File: config.mk
export PLATFORM = sky130hd
export DESIGN_NAME = timed_bezier_ramp
export DESIGN_NICKNAME = d
export VERILOG_FILES = /design/src/design/tbr_pkg.sv /design/src/design/timed_bezier_ramp.sv /design/src/design/tbr_div.sv
export SDC_FILE = /design/constraint.sdc
export NUM_CORES = 2
export LEC_CHECK = 0
export BUFFER_PORTS_ARGS = -buffer_cell sky130_fd_sc_hd__buf_4
export CAP_MARGIN = 20
export CORE_ASPECT_RATIO = 2
export CORE_UTILIZATION = 25
export CTS_CLUSTER_DIAMETER = 200
export CTS_CLUSTER_SIZE = 40
export DETAILED_ROUTE_END_ITERATION = 10
export GPL_TIMING_DRIVEN = 0
export PLACE_DENSITY_LB_ADDON = 0.3
export SLEW_MARGIN = 20
export SYNTH_ARGS = -nofsm -noshare
export SYNTH_HDL_FRONTEND = slang
export SYNTH_SLANG_ARGS = --single-unit
File: constraint.sdc
create_clock -name clk -period 18.4 [get_ports clk]
set_input_delay 3.68 -clock clk [delete_from_list [all_inputs] [get_ports clk]]
set_output_delay 3.68 -clock clk [all_outputs]
set_load 0.02 [all_outputs]
File: src/design/tbr_pkg.sv
package tbr_pkg;

  typedef enum logic [5:0] {
    ST_IDLE  = 6'b000001,
    ST_DIV   = 6'b000010,
    ST_MUL   = 6'b000100,
    ST_WB    = 6'b001000,
    ST_FINAL = 6'b010000,
    ST_OUT   = 6'b100000
  } state_t;

  // Steps of the shared multiplier, in issue order
  typedef enum logic [3:0] {
    OP_AA  = 4'd0,
    OP_AB  = 4'd1,
    OP_BB  = 4'd2,
    OP_AAA = 4'd3,
    OP_AAB = 4'd4,
    OP_ABB = 4'd5,
    OP_BBB = 4'd6,
    OP_P0  = 4'd7,
    OP_P1  = 4'd8,
    OP_P2  = 4'd9,
    OP_P3  = 4'd10
  } op_t;

  typedef enum logic [2:0] {
    CFG_CURVE_MODE  = 3'd0,
    CFG_TOTAL_TICKS = 3'd1,
    CFG_POINT_START = 3'd2,
    CFG_POINT_MID_A = 3'd3,
    CFG_POINT_MID_B = 3'd4,
    CFG_POINT_END   = 3'd5
  } cfg_idx_t;

  localparam logic [1:0] CM_LINEAR = 2'd0;
  localparam logic [1:0] CM_QUAD   = 2'd1;

  localparam logic        KIND_RESTART = 1'b1;
  localparam logic [16:0] ELAPSED_MAX  = 17'h1FFFF;

  typedef struct packed {
    logic busy;
    logic done;
  } div_stat_t;

endpackage

File: src/design/timed_bezier_ramp.sv
// Tick-driven Bezier ramp generator.
// Input channel (in_valid / in_stall) carries one beat per event: kind 0 is a
// tick, kind 1 a restart; frozen holds the ramp on a tick. Every input beat
// yields exactly one output beat (ramp_value, updated, done_res).
// A tick that advances the counter recomputes the value: an iterative
// divider forms the fraction one quotient bit per cycle, then one shared
// multiplier runs eleven steps, each a multiply and a write-back state
// (seven weight products, four point products). A tick whose fraction
// clamps to one skips the bit-by-bit divide. Restarts, frozen ticks and
// ticks after done go straight from idle to the output state.
// One item is in work at a time: in_stall stays high from acceptance until
// the result is placed in the output register. A result waiting on
// out_stall does not block the next input beat, but that item's result
// waits until the output register is taken.
// Configuration writes (cfg_write, cfg_index, cfg_data) take effect at once;
// the user must make them only while idle, which the block does not enforce.
// Indexes past the register list are dropped. Reset (rst, synchronous) clears
// counter, done mark, held value, out_valid; total_ticks=1, other config=0.
module timed_bezier_ramp #(
  parameter int FRAC_BITS = 16
) (
  input  logic               clk,
  input  logic               rst,
  input  logic               cfg_write,
  input  logic [2:0]         cfg_index,
  input  logic [31:0]        cfg_data,
  input  logic               in_valid,
  output logic               in_stall,
  input  logic               kind,
  input  logic               frozen,
  output logic               out_valid,
  input  logic               out_stall,
  output logic signed [31:0] ramp_value,
  output logic               updated,
  output logic               done_res
);
  import tbr_pkg::*;

  localparam int WW = FRAC_BITS + 3;
  localparam int PW = 33 + FRAC_BITS + 4;
  localparam int RW = 2 * FRAC_BITS + 2;
  localparam logic [FRAC_BITS:0]  ONE    = {1'b1, {FRAC_BITS{1'b0}}};
  localparam logic [RW-1:0]       HALF_W = RW'(1) << (FRAC_BITS - 1);
  localparam logic signed [63:0]  HALF_S = 64'sd1 <<< (FRAC_BITS - 1);
  localparam logic signed [63:0]  S32_MAX = 64'sd2147483647;
  localparam logic signed [63:0]  S32_MIN = -64'sd2147483648;

  // configuration registers
  logic [1:0]         curve_mode;
  logic [15:0]        total_ticks;
  logic signed [31:0] point_start;
  logic signed [31:0] point_mid_a;
  logic signed [31:0] point_mid_b;
  logic signed [31:0] point_end;

  // block state
  state_t             state;
  logic [16:0]        elapsed_count;
  logic               finished;
  logic signed [31:0] held_value;
  logic               upd;
  op_t                op;

  // datapath
  logic [FRAC_BITS:0]   aa, ab, bb, c0, c1, c2, c3;
  logic signed [PW-1:0] prod;
  logic signed [63:0]   sum;

  logic                 in_acc;
  logic                 tick_go;
  logic [16:0]          elapsed_next;
  div_stat_t            div_stat;
  logic [FRAC_BITS:0]   b;
  logic [FRAC_BITS:0]   a;
  logic [WW-1:0]        w0, w1, w2, w3;
  logic signed [32:0]   mx;
  logic [WW-1:0]        my_u;
  logic signed [WW:0]   my;
  logic [RW-1:0]        rsum;
  logic [FRAC_BITS:0]   rnd_val;
  logic signed [63:0]   prod_ext;
  logic signed [63:0]   shifted;
  logic signed [31:0]   result;

  assign in_stall = (state != ST_IDLE);
  assign in_acc   = in_valid && !in_stall;
  assign tick_go  = in_acc && (kind != KIND_RESTART) && !finished && !frozen;

  assign elapsed_next = (elapsed_count == ELAPSED_MAX) ? elapsed_count
                                                       : elapsed_count + 17'd1;

  tbr_div #(.FRAC_BITS(FRAC_BITS)) u_div (
    .clk   (clk),
    .rst   (rst),
    .start (tick_go),
    .num   (elapsed_next),
    .den   (total_ticks),
    .stat  (div_stat),
    .quot  (b)
  );

  assign a = ONE - b;

  always_comb begin
    case (curve_mode)
      CM_LINEAR: begin
        w0 = {2'b00, a};
        w1 = '0;
        w2 = '0;
        w3 = {2'b00, b};
      end
      CM_QUAD: begin
        w0 = {2'b00, aa};
        w1 = {1'b0, ab, 1'b0};
        w2 = '0;
        w3 = {2'b00, bb};
      end
      default: begin
        w0 = {2'b00, c0};
        w1 = {2'b00, c1} + {1'b0, c1, 1'b0};
        w2 = {2'b00, c2} + {1'b0, c2, 1'b0};
        w3 = {2'b00, c3};
      end
    endcase
  end

  // operand select for the shared multiplier
  always_comb begin
    mx   = '0;
    my_u = '0;
    case (op)
      OP_AA:  begin mx = signed'({{(32 - FRAC_BITS){1'b0}}, a});  my_u = {2'b00, a}; end
      OP_AB:  begin mx = signed'({{(32 - FRAC_BITS){1'b0}}, a});  my_u = {2'b00, b}; end
      OP_BB:  begin mx = signed'({{(32 - FRAC_BITS){1'b0}}, b});  my_u = {2'b00, b}; end
      OP_AAA: begin mx = signed'({{(32 - FRAC_BITS){1'b0}}, aa}); my_u = {2'b00, a}; end
      OP_AAB: begin mx = signed'({{(32 - FRAC_BITS){1'b0}}, aa}); my_u = {2'b00, b}; end
      OP_ABB: begin mx = signed'({{(32 - FRAC_BITS){1'b0}}, ab}); my_u = {2'b00, b}; end
      OP_BBB: begin mx = signed'({{(32 - FRAC_BITS){1'b0}}, bb}); my_u = {2'b00, b}; end
      OP_P0:  begin mx = {point_start[31], point_start}; my_u = w0; end
      OP_P1:  begin mx = {point_mid_a[31], point_mid_a}; my_u = w1; end
      OP_P2:  begin mx = {point_mid_b[31], point_mid_b}; my_u = w2; end
      OP_P3:  begin mx = {point_end[31], point_end};     my_u = w3; end
      default: begin mx = '0; my_u = '0; end
    endcase
  end

  assign my       = signed'({1'b0, my_u});
  assign rsum     = prod[RW-1:0] + HALF_W;
  assign rnd_val  = rsum[2*FRAC_BITS:FRAC_BITS];
  assign prod_ext = {{(64 - PW){prod[PW-1]}}, prod};
  assign shifted  = sum >>> FRAC_BITS;

  always_comb begin
    if (shifted > S32_MAX) begin
      result = S32_MAX[31:0];
    end else if (shifted < S32_MIN) begin
      result = S32_MIN[31:0];
    end else begin
      result = shifted[31:0];
    end
  end

  always_ff @(posedge clk) begin
    if (rst) begin
      curve_mode  <= CM_LINEAR;
      total_ticks <= 16'd1;
      point_start <= '0;
      point_mid_a <= '0;
      point_mid_b <= '0;
      point_end   <= '0;
    end else if (cfg_write) begin
      case (cfg_index)
        CFG_CURVE_MODE:  curve_mode  <= cfg_data[1:0];
        CFG_TOTAL_TICKS: total_ticks <= cfg_data[15:0];
        CFG_POINT_START: point_start <= signed'(cfg_data);
        CFG_POINT_MID_A: point_mid_a <= signed'(cfg_data);
        CFG_POINT_MID_B: point_mid_b <= signed'(cfg_data);
        CFG_POINT_END:   point_end   <= signed'(cfg_data);
        default: ;
      endcase
    end
  end

  always_ff @(posedge clk) begin
    if (rst) begin
      state         <= ST_IDLE;
      elapsed_count <= '0;
      finished      <= 1'b0;
      held_value    <= '0;
      upd           <= 1'b0;
      op            <= OP_AA;
      out_valid     <= 1'b0;
    end else begin
      if (out_valid && !out_stall && (state != ST_OUT)) begin
        out_valid <= 1'b0;
      end
      case (state)
        ST_IDLE: begin
          if (in_acc) begin
            if (kind == KIND_RESTART) begin
              elapsed_count <= '0;
              finished      <= 1'b0;
              upd           <= 1'b0;
              state         <= ST_OUT;
            end else if (tick_go) begin
              elapsed_count <= elapsed_next;
              finished      <= elapsed_next > {1'b0, total_ticks};
              upd           <= 1'b1;
              state         <= ST_DIV;
            end else begin
              upd   <= 1'b0;
              state <= ST_OUT;
            end
          end
        end
        ST_DIV: begin
          if (div_stat.done) begin
            op    <= OP_AA;
            sum   <= HALF_S;
            state <= ST_MUL;
          end
        end
        ST_MUL: begin
          prod  <= mx * my;
          state <= ST_WB;
        end
        ST_WB: begin
          case (op)
            OP_AA:  aa <= rnd_val;
            OP_AB:  ab <= rnd_val;
            OP_BB:  bb <= rnd_val;
            OP_AAA: c0 <= rnd_val;
            OP_AAB: c1 <= rnd_val;
            OP_ABB: c2 <= rnd_val;
            OP_BBB: c3 <= rnd_val;
            default: sum <= sum + prod_ext;
          endcase
          if (op == OP_P3) begin
            state <= ST_FINAL;
          end else begin
            op    <= op_t'(op + 4'd1);
            state <= ST_MUL;
          end
        end
        ST_FINAL: begin
          held_value <= result;
          state      <= ST_OUT;
        end
        ST_OUT: begin
          // load only once the previous beat has left
          if (!out_valid || !out_stall) begin
            ramp_value <= held_value;
            updated    <= upd;
            done_res   <= finished;
            out_valid  <= 1'b1;
            state      <= ST_IDLE;
          end
        end
        default: state <= ST_IDLE;
      endcase
    end
  end

  a_div_in_div_state: assert property (@(posedge clk) disable iff (rst)
    (div_stat.busy || div_stat.done) |-> (state == ST_DIV))
    else $error("divider active outside divide state");

  a_tick_starts_div: assert property (@(posedge clk) disable iff (rst)
    tick_go |=> (state == ST_DIV))
    else $error("advancing tick did not start divide");

  a_elapsed_holds: assert property (@(posedge clk) disable iff (rst)
    !in_acc |=> (elapsed_count == $past(elapsed_count)))
    else $error("elapsed count moved without an input beat");

  a_op_in_range: assert property (@(posedge clk) disable iff (rst)
    (state == ST_WB) |-> (op <= OP_P3))
    else $error("multiplier step out of range");

  a_value_only_on_final: assert property (@(posedge clk) disable iff (rst)
    !$stable(held_value) |-> ($past(state) == ST_FINAL))
    else $error("held value changed outside final step");

endmodule

File: src/design/tbr_div.sv
module tbr_div #(
  parameter int FRAC_BITS = 16
) (
  input  logic                 clk,
  input  logic                 rst,
  input  logic                 start,
  input  logic [16:0]          num,
  input  logic [15:0]          den,
  output tbr_pkg::div_stat_t   stat,
  output logic [FRAC_BITS:0]   quot
);
  import tbr_pkg::*;

  localparam int CW = $clog2(FRAC_BITS + 1);
  localparam logic [FRAC_BITS:0] ONE = {1'b1, {FRAC_BITS{1'b0}}};

  logic [15:0]   rem;
  logic [CW-1:0] cnt;
  logic          busy;
  logic          done;

  logic [16:0] rem2;
  logic [16:0] diff;
  logic        ge;

  assign rem2 = {rem, 1'b0};
  assign ge   = rem2 >= {1'b0, den};
  assign diff = rem2 - {1'b0, den};

  always_ff @(posedge clk) begin
    if (rst) begin
      busy <= 1'b0;
      done <= 1'b0;
      cnt  <= '0;
    end else if (start) begin
      // a fraction at or above one clamps to one
      if (num >= {1'b0, den}) begin
        quot <= ONE;
        busy <= 1'b0;
        done <= 1'b1;
      end else begin
        rem  <= num[15:0];
        quot <= '0;
        cnt  <= CW'(FRAC_BITS);
        busy <= 1'b1;
        done <= 1'b0;
      end
    end else if (busy) begin
      quot <= {quot[FRAC_BITS-1:0], ge};
      rem  <= ge ? diff[15:0] : rem2[15:0];
      cnt  <= cnt - 1'b1;
      if (cnt == CW'(1)) begin
        busy <= 1'b0;
        done <= 1'b1;
      end
    end else begin
      done <= 1'b0;
    end
  end

  assign stat.busy = busy;
  assign stat.done = done;

endmodule

# --- After elaboration in Yosys (flattened, before gate mapping) ---
# Index checks and enable logic that the tools add are counted.
totals:
  inputBits: 42
  reg_bits: 518
  out_inout_bits: 36
  elab_cells: 176
classes:
  reduce_logical: 47
  n_addsub: 9
  n_bitwise: 2
  n_lt_le_gt_ge: 5
  mux: 49
  n_mul: 1
  n_eq_ne: 33
op_table:
  columns: ["cell", "count"]
  rows:
  - ["case mux 33 bit (9 select lines)", 1]
  - ["two-way mux 64 bit", 2]
  - ["case mux 64 bit (2 select lines)", 1]
  - ["case mux 19 bit (6 select lines)", 1]
  - ["two-way mux 17 bit", 6]
  - ["case mux 17 bit (2 select lines)", 2]
  - ["adder 64 x 53 -> 64 bit", 1]
  - ["two-way mux 16 bit", 4]
  - ["two-way mux 32 bit", 2]
  - ["multiplier 33 x 20 -> 53 bit", 1]
  - ["greater-than comparator 48 x 32 -> 1 bit (second input constant)", 1]
  - ["less-than comparator 48 x 32 -> 1 bit (second input constant)", 1]
  - ["adder 17 x 18 -> 19 bit", 2]
  - ["case mux 19 bit (2 select lines)", 1]
  - ["case mux 6 bit (6 select lines)", 1]
  - ["AND reduction 3 bit", 12]
  - ["greater-or-equal comparator 17 x 16 -> 1 bit", 2]
  - ["adder 33 x 16 -> 33 bit (second input constant)", 1]
  - ["two-way mux 6 bit", 5]
  - ["two-way mux 5 bit", 4]
  - ["AND reduction 2 bit", 10]
  - ["two-way mux 19 bit", 1]
  - ["adder 17 x 1 -> 17 bit (second input constant)", 1]
  - ["equality test 17 bit (second input constant)", 1]
  - ["40 further kinds", 82]

# --- Depth between registers and ports, before layout ---
depth:
  ltp_word: 10
  ltp_mapped: 38
  ltp_nobuf: 36

# --- By module ---
# From an unflattened synthesis, not the netlist that was laid out.
hier_totals:
  cells_unflattened: 5415
  area_unflattened_um2: 49457.4
modules_own_cells:
  columns: ["mod", "cells_per_inst", "seq_area_each_um2", "area_per_inst_um2", "n_inst"]
  rows:
  - ["timed_bezier_ramp", 5082, 12271.8, 46258.1, 1]
  - ["tbr_div", 333, 1131.1, 3199.3, 1]

# --- Least setup slack after synthesis ---
# OpenSTA, ideal clock, no wires.
synth_timing:
  path_kind: "input -> register"
  startpoint: "input rst"
  endpoint: "register prod[0], enable pin"
  n_path_buf: 2
  slack_ns: 8.217
  t_required_ns: 17.786
  stages: 3
  setup_ns: 0.614
  arrival_time_ns: 9.570
  cell_sequence: "clkbuf_1 -> clkbuf_1 -> nor4b_1"
synth_between:
  elab_chain_len: 2
synth_lines:
  columns: ["item", "line_no", "text"]
  rows:
  - ["start, declared", "timed_bezier_ramp.sv:23", "input logic rst,"]
  - ["NOT 1 bit (no source line)", null, null]
  - ["AND reduction 2 bit (no source line)", null, null]
  - ["end signal, assigned", "timed_bezier_ramp.sv:224", "prod <= mx * my;"]
  - ["end, declared", "timed_bezier_ramp.sv:66", "logic signed [PW-1:0] prod;"]
# Every way passes these cells.
# A chain may end at the register's enable or synchronous reset.

# --- Worst setup path after layout ---
layout_timing:
  startpoint: "register op[0]"
  endpoint: "register prod[50], data pin"
layout_between:
  elab_chain_len: 4
  elab_cells_between_ends: 18
  cone_classes: "1 x mul; 10 x eq/ne; 2 x mux; 5 x reduce/logical"
layout_lines:
  columns: ["item", "line_no", "text"]
  rows:
  - ["start, declared", "timed_bezier_ramp.sv:62", "op_t op;"]
  - ["start signal, assigned", "timed_bezier_ramp.sv:241", "op <= op_t'(op + 4'd1);"]
  - ["equality test 4 x 3 -> 1 bit, or another cell as far along", "timed_bezier_ramp.sv:131", "case (op)"]
  - ["OR reduction 5 bit (no source line) / OR reduction 2 bit (equally long branches)", null, null]
  - ["case mux 19 bit (6 select lines) / case mux 33 bit (9 select lines) (equally long branches)", "timed_bezier_ramp.sv:131", null]
  - ["multiplier 33 x 20 -> 53 bit *", "timed_bezier_ramp.sv:224", null]
# Every way passes the cells marked *; elsewhere a longest branch is shown, timed or not.

==> summary.txt <==
Run status
  • Outcome: completed

Worst setup path
  • Worst reg-to-reg setup slack: 4.78 ns
  • Crit path kind: flop to flop
  • CP most frequent cell: fa_1
  • Crit Path Max Fanout: 10
  • CP max stage delay: 0.92 ns
  • Crit start category: flop
  • Crit-path slowest cell: fa_1
  • Critical path data required time: 18.72 ns
  • CP endpoint kind: flop
  • Worst Path Arrival: 13.94 ns

Timing
  • Hold violation count in the final report: 0
  • Slack of the critical path: 4.78 ns
  • Period minus WS final: 13.62 ns
  • Unrepaired setup endpoints after global routing: false
  • Skew final: 0.0610 ns
  • Relative slew slack: 17.7%
  • Max Freq: 73.4 MHz
  • Setup TNS: 0 ns
  • Worst-margin pin slew: 1.23 ns
  • Final Slew Violations: 0
  • Fin crit share: 74.0%
  • Final hold slack: 0.446 ns
  • Final setup vio count: 0

Clock tree
  • CTS tree: built
  • Clock latency on the worst-skew pair: 0.65 ns
  • Post-CTS Setup Bufs: 0
  • Post-cts resize count: 0
  • Clock slew at reported path FFs: 0.17 ns
  • CTS Buf Count: 16
  • CTS Sinks: 518
  • Root buffer cell: clkbuf_16
  • Hold_buf cts: 0
  • Htree depth: 1
  • Worst-case clock buffer depth: 3

Global routing
  • GR Overflow Total: 0
  • Largest net degree at the start of global routing: 42
  • Total track usage: 22.0%
  • Antenna violations before repair: 19
  • Vias in the first global route: 43000
  • First-pass GRT wire length: 308000 um

Routing
  • DRC errors left: 0
  • Routed WL: 216000 um
  • DR vias/cell: 5.02
  • Initial DRC Count: 2851
  • Wire per inst: 26.6 um
  • Drt first pass iters: 10
  • Antenna-violating nets left: 0
  • Vias: 40900

Pwr
  • Sequential power share: 31.1%
  • Clock share of power: 13.0%
  • Max VDD drop: 0.147 mV
  • Internal: 2.31 mW
  • Power Dens Cells: 78.3 nW/um^2
  • Part of the power in combinational logic: 55.9%
  • NetSw: 1.95 mW
  • Total power: 4.26 mW
  • Switching Share: 45.7%
  • Leak: 23.3 nW

Placed design
  • Pre-CTS WS: 5.68 ns
  • PortBufs: 76
  • Global placement routability congestion: 1.04
  • DP HPWL: 177000 um

Synthesis
  • Top_reg_cell synth: edfxtp_1
  • Post-Synthesis Cell Area: 49100 um^2
  • Post-synth EDFFs: 303
  • Synth area leader: fa_1
  • Mapped Cells: 5419
  • Top cells by area, synth: fa_1, edfxtp_1, dfxtp_1, ha_1, nand2_1
  • Post-synthesis sequential area ratio: 27.3%
  • Synth top area share: 25.0%
  • Synth Area per Inst: 9.06 um^2
  • Post-synth cell types: 89
  • Yosys Warn Count: 0
  • Synthesized net count: 6346
  • Number of synthesized register bits: 518
  • Asr flop ratio synth: 0%

Floorplan
  • Core footprint: 195000 um^2
  • Rows: 229
  • Chip height: 629 um
  • Starting Density: 25.2%
  • Die Area: 198000 um^2
  • Chip Width: 315 um
  • IO Count: 78

Final layout
  • Ratio of cells with drive above 1 in the final layout: 5.12%
  • # fillers: 20800
  • Nets: 6507
  • Layout Area Growth over Synthesis: 10.8%

Flow run
  • Max-cap violations: 0

Hold path
  • Hold WC Path Type: flop to flop
worst max-delay path, delay by kind of cell, from the launching register on:
family | cells | cell delay [ns]
xor gates and xnor gates | 1 | 0.59
and+or+nand+nor | 4 | 1.58
adders and majority gates | 9 | 4.72
AOI/OAI and AO/OA | 9 | 2.43
buffers and inverters | 10 | 3.52
DFF | 1 | 0.38
per-layer routing:
metal / global-route usage [%] / up-vias / part of all wire [%]
li1: - / 18100 / -
met1: 19.4 / 20500 / 30
met2: 40.8 / 1555 / 53
met3: 3.25 / 713 / 4.4
met4: 22.6 / 6 / 12
met5: 0 / - / 0.023
final timing paths:
path                                      end  cells past startpoint           from
worst max-delay path                 prod[50]                     33          op[0]
worst min-delay path            ramp_value[3]                      0  held_value[3]
worst max register to register       prod[50]                     33          op[0]
worst min register to register  ramp_value[3]                      0  held_value[3]
sequential cells by signal, indices dropped and copies added, names as in the netlist, 5 cells and up:
signal,count
prod,53
point_end,32
ramp_value,32
point_start,32
bb,17
c2,17
c3,17
aa,17
elapsed_count,17
point_mid_a,32
sum,64
c1,17
c0,17
state,6
held_value,32
u_div.quot,17
ab,17
u_div.cnt,5
point_mid_b,32
total_ticks,16
u_div.rem,16
per-stage QoR:
step	cells	utilization (%)	area [um^2]
6_report	8144	27.9	54400
5_1_grt	8133	27.9	54300
4_1_cts	8129	27.9	54300
3_5_place_dp	8101	27.6	53800
3_3_place_gp	8036	27.1	52800
2_1_floorplan	5419	-	49100
logic make-up (layout without fill, tap and decap cells):
family / Yosys count / after routing / share of synthesized area, %
adder cells (fa/ha/maj): 885 / 885 / 31.9
buffers and inverters: 1068 / 1239 / 8.27
XOR/XNOR: 190 / 190 / 3.39
flip-flops: 518 / 518 / 27.3
multiplexers: 21 / 21 / 0.431
other: 0 / 13 / 0
AND/OR/NAND/NOR: 1732 / 1732 / 15.3
AO/OA/AOI/OAI: 1005 / 1005 / 13.3
cell usage in the layout (no fill, tap or decap), types with 13 or more instances in the layout:
| cell type | n |
|---|---|
| a221oi_2 | 15 |
| or3_1 | 22 |
| o21a_1 | 32 |
| fa_1 | 612 |
| o21ai_0 | 143 |
| a31oi_1 | 18 |
| o211ai_1 | 20 |
| xor2_1 | 70 |
| ha_1 | 273 |
| nand2_1 | 813 |
| diode_2 | 13 |
| nand3_1 | 66 |
| a211oi_1 | 17 |
| nor3_1 | 64 |
| buf_1 | 15 |
| and2_1 | 62 |
| buf_2 | 36 |
| mux2i_1 | 20 |
| clkbuf_16 | 16 |
| clkbuf_1 | 238 |
| dfxtp_1 | 215 |
| nand4_1 | 55 |
| inv_1 | 788 |
| buf_4 | 107 |
| o22ai_1 | 15 |
| a221o_1 | 22 |
| a22o_1 | 22 |
| a221oi_1 | 13 |
| a21oi_1 | 379 |
| a22oi_1 | 61 |
| o21bai_1 | 23 |
| xnor2_1 | 106 |
| and3_1 | 34 |
| edfxtp_1 | 303 |
| a21o_1 | 90 |
| nand2b_1 | 49 |
| nor2_1 | 464 |
| nor2b_1 | 39 |
| buf_6 | 18 |
synthesized netlist by cell type, types with 74 or more instances:
| library cell | instances |
|---|---|
| a21o_1 | 90 |
| a21oi_1 | 380 |
| clkbuf_1 | 235 |
| dfxtp_1 | 215 |
| edfxtp_1 | 303 |
| fa_1 | 612 |
| ha_1 | 273 |
| inv_1 | 788 |
| nand2_1 | 814 |
| nor2_1 | 468 |
| o21ai_0 | 143 |
| xnor2_1 | 116 |
| xor2_1 | 74 |
power by group through the flow:
| stage | Sequential, mW | Clock [mW] | Combinational [mW] |
|---|---|---|---|
| finish | 1.32 | 0.554 | 2.38 |
| global route | 1.33 | 0.588 | 2.66 |
| CTS | 1.32 | 0.566 | 2.35 |
| detailed placement | 1.35 | 0 | 2.34 |
| global placement | 1.35 | 0 | 2.34 |
| floorplan | 1.35 | 0 | 1.47 |
cell type report:
| class | count | area [um^2] | area share [%] |
|---|---|---|---|
| multi-input cells | 3833 | 32000 | 58.9 |
| flip-flops and latches | 518 | 13400 | 24.7 |
| well taps | 2541 | 3180 | 5.85 |
| inverters | 789 | 2960 | 5.45 |
| repair buffers | 143 | 1190 | 2.19 |
| plain buffers | 279 | 1110 | 2.04 |
| clock buffers | 26 | 438 | 0.806 |
| diodes | 13 | 32.5 | 0.0599 |
| clock inverters | 2 | 20.0 | 0.0368 |
(Power assumes the default switching activity.)
